<file path="src/rtl/bcs_pkg.sv">
// Shared types and constants for the battery charge sequencer.
// Used by bcs_sample, bcs_step and battery_charge_sequencer_top; no dependencies.
`timescale 1ns / 1ps

package bcs_pkg;

  // Tick timing
  localparam int unsigned PULSE_ON_TICKS    = 2;
  localparam int unsigned HALF_PERIOD_TICKS = 25;

  localparam int unsigned TICK_W  = 6;
  localparam int unsigned RUN_W   = 4;
  localparam int unsigned VOLT_W  = 14;
  localparam int unsigned MIN_W   = 8;
  localparam int unsigned PHASE_W = 2;
  localparam int unsigned CFG_IDX_W  = 3;
  localparam int unsigned CFG_DATA_W = 14;

  localparam logic [TICK_W-1:0] PULSE_TICKS = TICK_W'(PULSE_ON_TICKS);
  localparam logic [TICK_W-1:0] HALF_TICKS  = TICK_W'(HALF_PERIOD_TICKS);
  localparam logic [TICK_W-1:0] LAST_TICK   = TICK_W'(HALF_PERIOD_TICKS - 1);
  localparam logic [RUN_W-1:0]  RUN_MAX     = '1;

  // Phase codes (code 3 is unused and behaves as idle)
  localparam logic [PHASE_W-1:0] PH_IDLE    = 2'd0;
  localparam logic [PHASE_W-1:0] PH_TRICKLE = 2'd1;
  localparam logic [PHASE_W-1:0] PH_FAST    = 2'd2;

  // Register indexes
  localparam logic [CFG_IDX_W-1:0] CFG_FULL_THRESHOLD = 3'd0;
  localparam logic [CFG_IDX_W-1:0] CFG_TRICKLE_MIN    = 3'd1;
  localparam logic [CFG_IDX_W-1:0] CFG_FAST_MIN       = 3'd2;
  localparam logic [CFG_IDX_W-1:0] CFG_HIGH_LIMIT     = 3'd3;
  localparam logic [CFG_IDX_W-1:0] CFG_LOW_LIMIT      = 3'd4;

  // Register reset values
  localparam logic [VOLT_W-1:0] RST_FULL_THRESHOLD = 14'd9500;
  localparam logic [MIN_W-1:0]  RST_TRICKLE_MIN    = 8'd5;
  localparam logic [MIN_W-1:0]  RST_FAST_MIN       = 8'd55;
  localparam logic [RUN_W-1:0]  RST_HIGH_LIMIT     = 4'd3;
  localparam logic [RUN_W-1:0]  RST_LOW_LIMIT      = 4'd7;

  typedef struct packed {
    logic              start_req;
    logic [MIN_W-1:0]  minutes;
    logic [VOLT_W-1:0] volt_mv;
  } in_item_t;

  typedef struct packed {
    logic               charge_on;
    logic               green_led;
    logic               red_led;
    logic [PHASE_W-1:0] phase;
    logic               battery_full;
    logic               cycle_done;
  } out_item_t;

  typedef struct packed {
    logic [VOLT_W-1:0] full_threshold_mv;
    logic [MIN_W-1:0]  trickle_minutes;
    logic [MIN_W-1:0]  fast_minutes;
    logic [RUN_W-1:0]  high_count_limit;
    logic [RUN_W-1:0]  low_count_limit;
  } cfg_t;

  // Sequencer state; charge/green/red are the drive bits
  typedef struct packed {
    logic [PHASE_W-1:0] phase;
    logic [TICK_W-1:0]  tick;
    logic               blink;
    logic               full;
    logic [RUN_W-1:0]   low_run;
    logic [RUN_W-1:0]   high_run;
    logic               charge;
    logic               green;
    logic               red;
  } seq_state_t;

  // Full-detector state
  typedef struct packed {
    logic             full;
    logic [RUN_W-1:0] low_run;
    logic [RUN_W-1:0] high_run;
  } det_state_t;

endpackage

</file>
<file path="src/rtl/bcs_sample.sv">
// Full detector: one voltage sample against the threshold, run counters and flag.
// Depends on bcs_pkg.
`timescale 1ns / 1ps

module bcs_sample (
  input  bcs_pkg::det_state_t       cur,
  input  logic [bcs_pkg::VOLT_W-1:0] volt_mv,
  input  bcs_pkg::cfg_t             cfg,
  output bcs_pkg::det_state_t       upd
);

  logic above;

  assign above = volt_mv > cfg.full_threshold_mv;

  always_comb begin
    upd = cur;
    if (cur.full) begin
      if (above) begin
        upd.low_run = '0;
      end else if (cur.low_run != bcs_pkg::RUN_MAX) begin
        upd.low_run = cur.low_run + 4'd1;
      end
      if (upd.low_run > cfg.low_count_limit) begin
        upd.full    = 1'b0;
        upd.low_run = '0;
      end
    end else begin
      if (above) begin
        upd.low_run = '0;
        if (cur.high_run != bcs_pkg::RUN_MAX) begin
          upd.high_run = cur.high_run + 4'd1;
        end
      end else begin
        upd.high_run = '0;
      end
      if (upd.high_run > cfg.high_count_limit) begin
        upd.full     = 1'b1;
        upd.high_run = '0;
      end
    end
  end

endmodule

</file>
<file path="src/rtl/bcs_step.sv">
// Next-state and result logic for one tick: start, trickle and fast phases.
// Depends on bcs_pkg and bcs_sample.
`timescale 1ns / 1ps

module bcs_step (
  input  bcs_pkg::seq_state_t cur,
  input  bcs_pkg::in_item_t   item,
  input  bcs_pkg::cfg_t       cfg,
  output bcs_pkg::seq_state_t nxt,
  output bcs_pkg::out_item_t  res
);

  bcs_pkg::seq_state_t st0;
  bcs_pkg::det_state_t det_cur;
  bcs_pkg::det_state_t det_upd;

  // Idle handling and start
  always_comb begin
    st0 = cur;
    if (cur.phase != bcs_pkg::PH_TRICKLE && cur.phase != bcs_pkg::PH_FAST) begin
      st0.phase = bcs_pkg::PH_IDLE;
      if (item.start_req) begin
        st0.full   = 1'b0;
        st0.charge = 1'b0;
        st0.green  = 1'b0;
        st0.red    = 1'b0;
        st0.phase  = bcs_pkg::PH_TRICKLE;
        st0.tick   = '0;
        st0.blink  = 1'b0;
      end
    end
  end

  // At most one sample per tick, always taken on the post-start state
  assign det_cur = '{full: st0.full, low_run: st0.low_run, high_run: st0.high_run};

  bcs_sample u_sample (
    .cur     (det_cur),
    .volt_mv (item.volt_mv),
    .cfg     (cfg),
    .upd     (det_upd)
  );

  always_comb begin
    logic go_fast;
    logic done;
    go_fast = 1'b0;
    done    = 1'b0;
    nxt     = st0;

    if (st0.phase == bcs_pkg::PH_TRICKLE) begin
      if (!st0.blink && st0.tick == '0) begin
        if (item.minutes >= cfg.trickle_minutes) begin
          go_fast = 1'b1;
        end else begin
          nxt.green    = 1'b1;
          nxt.full     = det_upd.full;
          nxt.low_run  = det_upd.low_run;
          nxt.high_run = det_upd.high_run;
          if (!det_upd.full) begin
            go_fast = 1'b1;
          end
        end
      end
      if (go_fast) begin
        nxt.phase  = bcs_pkg::PH_FAST;
        nxt.tick   = '0;
        nxt.blink  = 1'b0;
        nxt.red    = 1'b1;
        nxt.charge = 1'b1;
      end else begin
        nxt.charge = !st0.blink && (st0.tick < bcs_pkg::PULSE_TICKS);
        nxt.green  = !st0.blink;
        if (st0.blink && st0.tick == '0) begin
          nxt.full     = det_upd.full;
          nxt.low_run  = det_upd.low_run;
          nxt.high_run = det_upd.high_run;
        end
        nxt.tick = st0.tick + 6'd1;
        if (nxt.tick >= bcs_pkg::HALF_TICKS) begin
          nxt.tick  = '0;
          nxt.blink = !st0.blink;
        end
      end
    end

    // Fast phase; may follow a trickle exit in the same tick (tick is then zero)
    if (nxt.phase == bcs_pkg::PH_FAST) begin
      if (nxt.tick == '0) begin
        if (item.minutes >= cfg.fast_minutes || nxt.full) begin
          nxt.charge = 1'b0;
          nxt.phase  = bcs_pkg::PH_IDLE;
          nxt.blink  = 1'b0;
          done       = 1'b1;
        end else begin
          nxt.green = nxt.blink;
          nxt.blink = !nxt.blink;
        end
      end
      if (!done) begin
        // a sample here needs the last tick of a half, so the phase was already fast
        if (nxt.tick >= bcs_pkg::LAST_TICK) begin
          nxt.full     = det_upd.full;
          nxt.low_run  = det_upd.low_run;
          nxt.high_run = det_upd.high_run;
        end
        nxt.tick = nxt.tick + 6'd1;
        if (nxt.tick >= bcs_pkg::HALF_TICKS) begin
          nxt.tick = '0;
        end
      end
    end

    res.charge_on    = nxt.charge;
    res.green_led    = nxt.green;
    res.red_led      = nxt.red;
    res.phase        = nxt.phase;
    res.battery_full = nxt.full;
    res.cycle_done   = done;
  end

endmodule

</file>
<file path="src/rtl/battery_charge_sequencer_top.sv">
// Top level of the battery charge sequencer: handshakes, registers and state.
// Depends on bcs_pkg and bcs_step (which uses bcs_sample).
`timescale 1ns / 1ps

// Usage
//   Input channel in_valid/in_stall/in_data: one transfer per 20 ms tick, carrying
//   start_req, elapsed minutes and a voltage sample in mV.
//   Output channel out_valid/out_stall/out_data: exactly one result per tick
//   (drive bits, LEDs, phase, full flag and the end-of-cycle marker), in order.
//   Config channel cfg_valid/cfg_ready/cfg_index/cfg_data: writes one of the five
//   registers; cfg_ready is always high. Write only while the block is idle.
// Timing
//   The tick is captured in an input register, and the whole step is one pass of
//   combinational logic into the result register.
//   Throughput is one tick per cycle unless out_stall holds the result register.
// Reset (rst, synchronous): phase idle, all drive bits off, counters and full
//   flag cleared, registers back to their defaults, both stages empty.
// Stall: a stalled result holds in the output register; the input register
//   still moves into it when it is taken, so in_stall rises only when both
//   stages are full and out_stall is high.

module battery_charge_sequencer_top (
  input  logic                             clk,
  input  logic                             rst,
  input  logic                             in_valid,
  output logic                             in_stall,
  input  bcs_pkg::in_item_t                in_data,
  output logic                             out_valid,
  input  logic                             out_stall,
  output bcs_pkg::out_item_t               out_data,
  input  logic                             cfg_valid,
  output logic                             cfg_ready,
  input  logic [bcs_pkg::CFG_IDX_W-1:0]    cfg_index,
  input  logic [bcs_pkg::CFG_DATA_W-1:0]   cfg_data
);

  bcs_pkg::cfg_t       cfg;
  bcs_pkg::seq_state_t state;
  bcs_pkg::seq_state_t state_next;
  bcs_pkg::in_item_t   in_reg;
  bcs_pkg::out_item_t  res_next;
  logic                in_reg_valid;
  logic                advance;

  assign cfg_ready = 1'b1;

  // Stage moves on whenever the result register is free or being emptied
  assign advance  = in_reg_valid && (!out_valid || !out_stall);
  assign in_stall = in_reg_valid && !advance;

  // Config registers
  always_ff @(posedge clk) begin
    if (rst) begin
      cfg.full_threshold_mv <= bcs_pkg::RST_FULL_THRESHOLD;
      cfg.trickle_minutes   <= bcs_pkg::RST_TRICKLE_MIN;
      cfg.fast_minutes      <= bcs_pkg::RST_FAST_MIN;
      cfg.high_count_limit  <= bcs_pkg::RST_HIGH_LIMIT;
      cfg.low_count_limit   <= bcs_pkg::RST_LOW_LIMIT;
    end else if (cfg_valid && cfg_ready) begin
      case (cfg_index)
        bcs_pkg::CFG_FULL_THRESHOLD: cfg.full_threshold_mv <= cfg_data;
        bcs_pkg::CFG_TRICKLE_MIN:    cfg.trickle_minutes   <= cfg_data[bcs_pkg::MIN_W-1:0];
        bcs_pkg::CFG_FAST_MIN:       cfg.fast_minutes      <= cfg_data[bcs_pkg::MIN_W-1:0];
        bcs_pkg::CFG_HIGH_LIMIT:     cfg.high_count_limit  <= cfg_data[bcs_pkg::RUN_W-1:0];
        bcs_pkg::CFG_LOW_LIMIT:      cfg.low_count_limit   <= cfg_data[bcs_pkg::RUN_W-1:0];
        default: begin
        end
      endcase
    end
  end

  // Input register
  always_ff @(posedge clk) begin
    if (rst) begin
      in_reg_valid <= 1'b0;
    end else if (!in_stall) begin
      in_reg_valid <= in_valid;
    end
    if (!in_stall && in_valid) begin
      in_reg <= in_data;
    end
  end

  bcs_step u_step (
    .cur  (state),
    .item (in_reg),
    .cfg  (cfg),
    .nxt  (state_next),
    .res  (res_next)
  );

  // Sequencer state and result register
  always_ff @(posedge clk) begin
    if (rst) begin
      state     <= '0;
      out_valid <= 1'b0;
    end else begin
      if (advance) begin
        state     <= state_next;
        out_valid <= 1'b1;
      end else if (!out_stall) begin
        out_valid <= 1'b0;
      end
    end
    if (advance) begin
      out_data <= res_next;
    end
  end

endmodule

</file>
<file path="config.mk">
export PLATFORM = sky130hd
export DESIGN_NAME = battery_charge_sequencer_top
export DESIGN_NICKNAME = d
export VERILOG_FILES = /design/src/rtl/bcs_pkg.sv /design/src/rtl/bcs_sample.sv /design/src/rtl/bcs_step.sv /design/src/rtl/battery_charge_sequencer_top.sv
export SDC_FILE = /design/constraint.sdc
export NUM_CORES = 1
export LEC_CHECK = 0
export ABC_AREA = 0
export BUFFER_PORTS_ARGS = -buffer_cell sky130_fd_sc_hd__buf_2
export CAP_MARGIN = 30
export CELL_PAD_IN_SITES_DETAIL_PLACEMENT = 0
export CELL_PAD_IN_SITES_GLOBAL_PLACEMENT = 1
export CORE_MARGIN = 8
export CORE_UTILIZATION = 45
export CTS_CLUSTER_SIZE = 10
export DETAILED_ROUTE_END_ITERATION = 8
export PLACE_DENSITY_LB_ADDON = 0.12
export REMOVE_ABC_BUFFERS = 1
export SLEW_MARGIN = 20
export SYNTH_ARGS = -nofsm -noshare
export SYNTH_HDL_FRONTEND = slang
export SYNTH_SLANG_ARGS = --single-unit
</file>
<file path="constraint.sdc">
create_clock -name clk -period 6.5 [get_ports clk]
set_clock_uncertainty 0.15 [all_clocks]
set_input_delay 0.975 -clock clk [delete_from_list [all_inputs] [get_ports clk]]
set_output_delay 0.975 -clock clk [all_outputs]
set_load 0.05 [all_outputs]
</file>
==> Yosys cells after proc, flatten, opt, wreduce, memory -nomap -nowiden <==
Index checks and enable logic that the tools add are counted.
{ "word_totals": {"output_inout_bits": 10, "ff_bits": 91, "latch_bits": 0, "ramBits": 0, "memories": 0, "rom_bits": 0} }
{ "op_classes": {"add_sub_neg": 4, "div_mod_pow": 0, "shift": 0, "n_mul": 0, "reduce_logical": 23, "n_lt_le_gt_ge": 9, "n_eq_ne": 11, "mux": 50, "n_bitwise": 0} }
{ "op_table": {"columns": ["operator", "n"], "rows": [
  ["two-way mux 9 bit", 7],
  ["two-way mux 4 bit", 9],
  ["two-way mux 21 bit", 1],
  ["two-way mux 20 bit", 1],
  ["two-way mux 1 bit", 19],
  ["greater-or-equal comparator 6 x 5 -> 1 bit (second input constant)", 3],
  ["greater-or-equal comparator 8 bit", 2],
  ["> comparator 14 bit", 1],
  ["two-way mux 7 bit", 2],
  ["adder 6 x 1 -> 6 bit (second input constant)", 2],
  ["zero test 6 bit", 2],
  ["two-way mux 6 bit", 2],
  ["two-way mux 10 bit", 1],
  ["two-way mux 5 bit", 2],
  ["AND reduction 2 bit", 5],
  ["adder 4 x 1 -> 4 bit (second input constant)", 2],
  ["> comparator 4 bit", 2],
  ["two-way mux 2 bit", 4],
  ["inequality test 4 bit (second input constant)", 2],
  ["logical AND 1 bit", 7],
  ["== test 3 x 2 -> 1 bit (second input constant)", 2],
  ["zero test 1 bit", 6],
  ["< comparator 6 x 2 -> 1 bit (second input constant)", 1],
  ["two-way mux 3 bit", 2],
  ["other kinds (8)", 10]
]} }

==> Depth between registers and ports, before layout <==
Gate-level depths: netlist of run 1.
{ "depth": {"word_depth": 19, "mapped_depth": 27, "mapped_depth_nobuf": 26} }

==> Hierarchy <==
Synthesis of run 1 repeated with hierarchy kept, for this count alone.
{ "unflattened": {"hier_cells": 643, "hier_area_um2": 5943.2} }
{ "by_module_without_submodules": {"columns": ["mod", "seq_area_each_um2", "cells_per_inst", "area_each_um2", "n_inst"], "rows": [
  ["battery_charge_sequencer_top", 2122.0, 283, 3478.3, 1],
  ["bcs_step", 0.0, 216, 1473.9, 1],
  ["bcs_sample", 0.0, 144, 991.0, 1]
]} }

==> Least setup slack after synthesis of run 1 <==
Ideal clock, no wire load.
{ "synth_path": {"path_kind": "flip-flop to flip-flop", "start": "reg cfg[25] (netlist name)", "end": "reg out_data[5] (netlist name), data pin", "setup_time_ps": 263, "arrival_ps": 4830, "path_buffers": 1, "path_slack_ps": 1258, "required_ps": 6087, "stages_incl_launch_ff": 28, "path_cell_list": "dfxtp_1 inv_1 ha_1 nor2b_1 o21a_1 o21a_1 o21a_1 o21a_1 o21ai_0 a221o_1 clkbuf_1 inv_1 nor3_1 ha_1 nand4_1 o21ai_0 o21ba_2 o21ba_2 o31ai_1 nor2_1 a21oi_1 ha_1 nand2_1 nor2_2 nand3_2 or4_4 nand2_1 a21oi_1"} }
{ "synth_rtl": {"columns": ["element", "line", "rtl"], "rows": [
  ["end signal: assignment", "battery_charge_sequencer_top.sv:106", "out_data <= res_next;"],
  ["end: declaration", "battery_charge_sequencer_top.sv:30", "output bcs_pkg::out_item_t out_data,"]
]} }

==> results.cfg, run 1 <==
[routing]
num_vias = 4230
detail-route-antenna-nets = 0
drtIter0Drc = 270
wl_um = 12000
wl_per_cell_um = 15.7
viasPerCell = 5.54
firstDrtPassIters = 5
route.detailed.drc = 0

[worst_setup_path]
worstSetupPathType = reg -> reg
reg2reg_depth = 25
worst-path-max-fanout = 9
regToRegStartpoint = cfg[33]
critPathCapture = out_data[5]
r2r-end = out_data[5]
startpoint = cfg[33]
startpoint_type = flop
critical_path_required_ps = 6420
cp-end-kind = flop
rrSetupSlack_ps = 720
cp.arrival_ps = 5700

[clock_tree]
h-tree-depth = 3
clock_path_buffers = 2
cts_resized = 0
cts_tree = yes
root_buffer = clkbuf_16
clk-insertion-delay-late_ps = 340
clkSinkCount = 91
hold_buffers = 0
clkTransAtPathRegs_ps = 60
cts_buffers = 9
post_cts.repair.setup_buffers = 0

[global_routing]
grt_max_degree = 40
antenna_found_initial = 0
grt_pass1_wl_um = 20300
overflow = 0
track_usage = 0.170
grt_pass1_vias = 4264

[logic_synthesis]
yosys_warnings = 0
synth_top_flop_cell = dfxtp_1
yosysTopAreaCell = dfxtp_1
netlist_top_cells_area = dfxtp_1 24%, edfxtp_1 18%, ha_1 11%, nand2_1 5.8%, nor2_1 3.8%
synth-seq-area-share = 0.417
synth_top_area_frac = 0.240
syn_area_um2 = 5090
ys_ff_latch = 91
avgSynthCellArea_um2 = 8.94
synth_most_common_cell = nand2_1
yosys-top-cells-count = 79 x nand2_1, 61 x dfxtp_1, 51 x nor2_1
synth_cells = 570
async_flop_share = 0
synth_edf_count = 30
ys_types = 71

[timing]
fin_crit_sh = 0.890
setup_ws_ps = 717
worst_pin_slew_ps = 903
slew_violations = 0
hold_violations = 0
tns_ps = 0
setup_viol = 0
rsz0062_at_grt = false
slew_headroom = 0.396
fmax_ghz = 0.173
period_minus_slack_ps = 5780

[floorplan]
fp.dieH_um = 122
start_util = 0.454
num_rows = 39
ios = 55
die_w_um = 122
core_um2 = 11200
die_area_um2 = 15000

[pwr]
p_sw_mw = 0.354
intPower_mw = 0.955
p_comb_frac = 0.154
power_frac_seq = 0.480
pwr-share-clk = 0.366
finalPower_mw = 1.31
power_density_nw_per_um2 = 228
p_leak_nw = 2.45
swShare = 0.270
ir_drop_v = 0.000128

[flow_run]
cap_violations = 0

[placed_design]
gp_congestion = 0.852
dp_hpwl_um = 8950
dp_slack_ps = 803
io_buffers = 53
place_inst = 748

[finish]
area_growth_pct = 12.5
drive_gt1_frac = 0.142
fin_nets = 706
fillCellCount = 1080
antennaDiodeCount = 0
utilization = 0.511
final_cell_count_no_fill = 764
largest_reg_flops = 38

[outcome]
status = complete, no violations

[min_path]
hold_path_class = reg -> reg
-- power groups by stage --
stage	registers, mW	logic, mW	clock network, mW
4_1_cts	0.628	0.202	0.491
3_5_place_dp	0.640	0.201	0
6_report	0.628	0.202	0.479
2_1_floorplan	0.649	0.123	0
3_3_place_gp	0.640	0.198	0
5_1_grt	0.630	0.226	0.515
-- through the flow --
step / hold slack [ps] / area [µm²]
6_report: 302 / 5730
3_5_place_dp: 296 / 5470
4_1_cts: 302 / 5730
2_1_floorplan: 276 / 5000
3_3_place_gp: 292 / 5470
5_1_grt: 328 / 5730
-- cells in the final DEF, fill, tap and decap left out, types with 9 or more instances in the layout --
master,count
nand2_1,79
dfxtp_1,61
buf_2,53
nor2_1,51
inv_1,48
ha_1,45
a21oi_1,35
edfxtp_1,30
nand3_1,20
o211ai_1,16
mux2i_1,15
o21ai_0,14
nor3_1,10
clkbuf_16,9
-- kinds of logic (layout without fill, tap and decap cells) --
logic type,after synthesis,count (layout),synth area share
buffers and inverters,70,121,0.0553
and+or+nand+nor,209,209,0.192
muxes,17,17,0.0344
AOI/OAI and AO/OA,132,132,0.182
DFF,91,91,0.417
other,1,1,0.000736
xor gates and xnor gates,5,5,0.00860
adders and majority gates,45,45,0.111
-- area by class of cell --
| type | instances | area [µm²] | share of cell area |
|---|---|---|---|
| Timing Repair Buffer | 56 | 288 | 0.0502 |
| Inverter | 49 | 184 | 0.0321 |
| Sequential cell | 91 | 2120 | 0.370 |
| Clock buffer | 14 | 254 | 0.0443 |
| Clock inverter | 2 | 11.3 | 0.00197 |
| Tap cell | 143 | 179 | 0.0312 |
| Multi-Input combinational cell | 409 | 2690 | 0.470 |
-- worst min-delay path by stage --
stage                   from  endpoint  depth (start not counted)
finish              state[2]  state[2]                          2
global route         cfg[14]   cfg[14]                          2
CTS                 state[2]  state[2]                          2
detailed placement  state[2]  state[2]                          2
global placement    state[2]  state[2]                          2
floorplan           state[2]  state[2]                          2
-- metal layers --
| metal | track usage | routed length [µm] |
|---|---|---|
| met3 | 0.0285 | 484 |
| met2 | 0.291 | 5830 |
| met1 | 0.211 | 5460 |
| met5 | 0 | 0 |
| met4 | 0.0625 | 196 |
-- worst max-delay path, stage by stage (launching register included) --
cell and delay (ps):
dfxtp_1 320, inv_1 40, ha_1 300, a21oi_1 150
nor2b_1 50, o21ai_0 140, nand2b_1 70, a2111oi_0 440
a221o_1 420, inv_1 150, nor3_1 340, ha_1 330
nand4_1 90, o21ai_0 100, o21ba_2 220, o21ba_2 230
o31ai_1 390, nor2_1 100, a21oi_1 280, ha_1 230
nand2_1 90, nor2_2 100, nand3_2 130, or4_4 530
nand2_1 80, a21oi_1 40
(Power assumes the default switching activity.)
==> inputs of run 2 (changes only) <==
Settings changed: CELL_PAD_IN_SITES_DETAIL_PLACEMENT 0 to 1.
==> results.cfg, run 2 (synthesis results as in run 1) <==
[timing]
slew_headroom = 0.417
fmax_ghz = 0.169
rsz0062_at_grt = false
period_minus_slack_ps = 5920
slew_violations = 0
setup_viol = 0
fin_crit_sh = 0.911
worst_pin_slew_ps = 871
hold_violations = 0
tns_ps = 0

[flow_run]
cap_violations = 0

[placed_design]
io_buffers = 53
gp_congestion = 0.852
dp_hpwl_um = 10300

[min_path]
hold_path_class = reg -> reg

[clock_tree]
clkSinkCount = 91
clock_path_buffers = 2
clk-insertion-delay-late_ps = 340
root_buffer = clkbuf_16
cts_tree = yes
post_cts.repair.setup_buffers = 0
clkTransAtPathRegs_ps = 60
cts_buffers = 9
hold_buffers = 0
cts_resized = 0
h-tree-depth = 3

[global_routing]
track_usage = 0.197
overflow = 0
antenna_found_initial = 0
grt_pass1_vias = 4908
grt_max_degree = 40
grt_pass1_wl_um = 23400

[worst_setup_path]
cp.arrival_ps = 5850
startpoint_type = flop
worst-path-max-fanout = 9
critical_path_required_ps = 6430
cp-end-kind = flop
worstSetupPathType = reg -> reg

[routing]
drtIter0Drc = 217
detail-route-antenna-nets = 0
firstDrtPassIters = 4
wl_um = 14100
viasPerCell = 5.77
wl_per_cell_um = 18.4
num_vias = 4407
route.detailed.drc = 0

[pwr]
pwr-share-clk = 0.380
intPower_mw = 0.982
swShare = 0.276
p_leak_nw = 2.45
ir_drop_v = 0.000129
finalPower_mw = 1.36
power_density_nw_per_um2 = 236
p_sw_mw = 0.375
p_comb_frac = 0.156
power_frac_seq = 0.464

[finish]
multi_input_area_um2 = 2700
antennaDiodeCount = 0
fillCellCount = 1337
final_cell_mix = 79 x nand2_1, 61 x dfxtp_1, 53 x buf_2, 51 x nor2_1, 48 x inv_1
layout_commonest_cell = nand2_1
utilization = 0.513
seq_area_um2 = 2120
area_growth_pct = 13.0
largest_reg_flops = 38
fin_nets = 706
drive_gt1_frac = 0.145

[floorplan]
ios = 55
start_util = 0.454
die_area_um2 = 15000
die_w_um = 122
fp.dieH_um = 122
core_um2 = 11200
num_rows = 39

[outcome]
status = complete, no violations
-- run 2: final cells by class --
| type | instances | share of cell area |
|---|---|---|
| timing repair buffer | 56 | 0.0500 |
| multi-input combinational | 409 | 0.469 |
| sequential | 91 | 0.369 |
| clock inverter | 6 | 0.00957 |
| clock buffer | 10 | 0.0398 |
| inverter | 49 | 0.0320 |
| tap | 143 | 0.0311 |
-- run 2: final timing paths --
check / startpoint / endpoint / slack [ps] / cells after the start
worst min register to register: cfg[33] / cfg[33] / 310 / 2
worst max-delay path: cfg[25] / out_data[5] / 580 / 26
worst max register to register: cfg[25] / out_data[5] / 580 / 26
worst min-delay path: cfg[33] / cfg[33] / 310 / 2
-- run 2: power groups by stage --
stage	combinational [mW]	clock, mW	sequential [mW]
finish	0.212	0.515	0.629
global route	0.235	0.545	0.631
detailed placement	0.208	0	0.641
global placement	0.198	0	0.640
floorplan	0.123	0	0.649
CTS	0.211	0.521	0.629
-- run 2: critical path: stages, from the launching register on --
cell and delay, ps:
dfxtp_1 330, inv_1 50, ha_1 300, nor2b_1 140, o21a_1 160, o21a_1 160, o21a_1 170, o21a_1 170
o21ai_0 240, a221o_2 330, inv_1 120, nor3_1 270, ha_1 320, nand4_1 110, o21ai_0 100, o21ba_2 220
o21ba_2 240, o31ai_1 390, nor2_1 100, a21oi_1 310, ha_1 260, nand2_1 100, nor2_2 110, nand3_2 120
or4_4 530, nand2_1 90, a21oi_1 40
-- run 2: through the flow --
step | instances | hold WS [ps] | instance area [µm²] | setup slack, ps
after floorplan | 549 | 276 | 5000 | 1360
after global placement | 748 | 292 | 5470 | 995
after detailed placement | 748 | 303 | 5470 | 613
after CTS | 764 | 312 | 5750 | 446
after global routing | 764 | 333 | 5760 | 158
final | 764 | 306 | 5760 | 577
-- run 2: per-layer routing --
layer | track usage | routed length, µm | vias to the layer above
met3 | 0.0248 | 420 | 31
met5 | 0 | 0 | -
li1 | - | - | 2133
met1 | 0.221 | 5970 | 2150
met4 | 0.0944 | 388 | 0
met2 | 0.361 | 7270 | 93
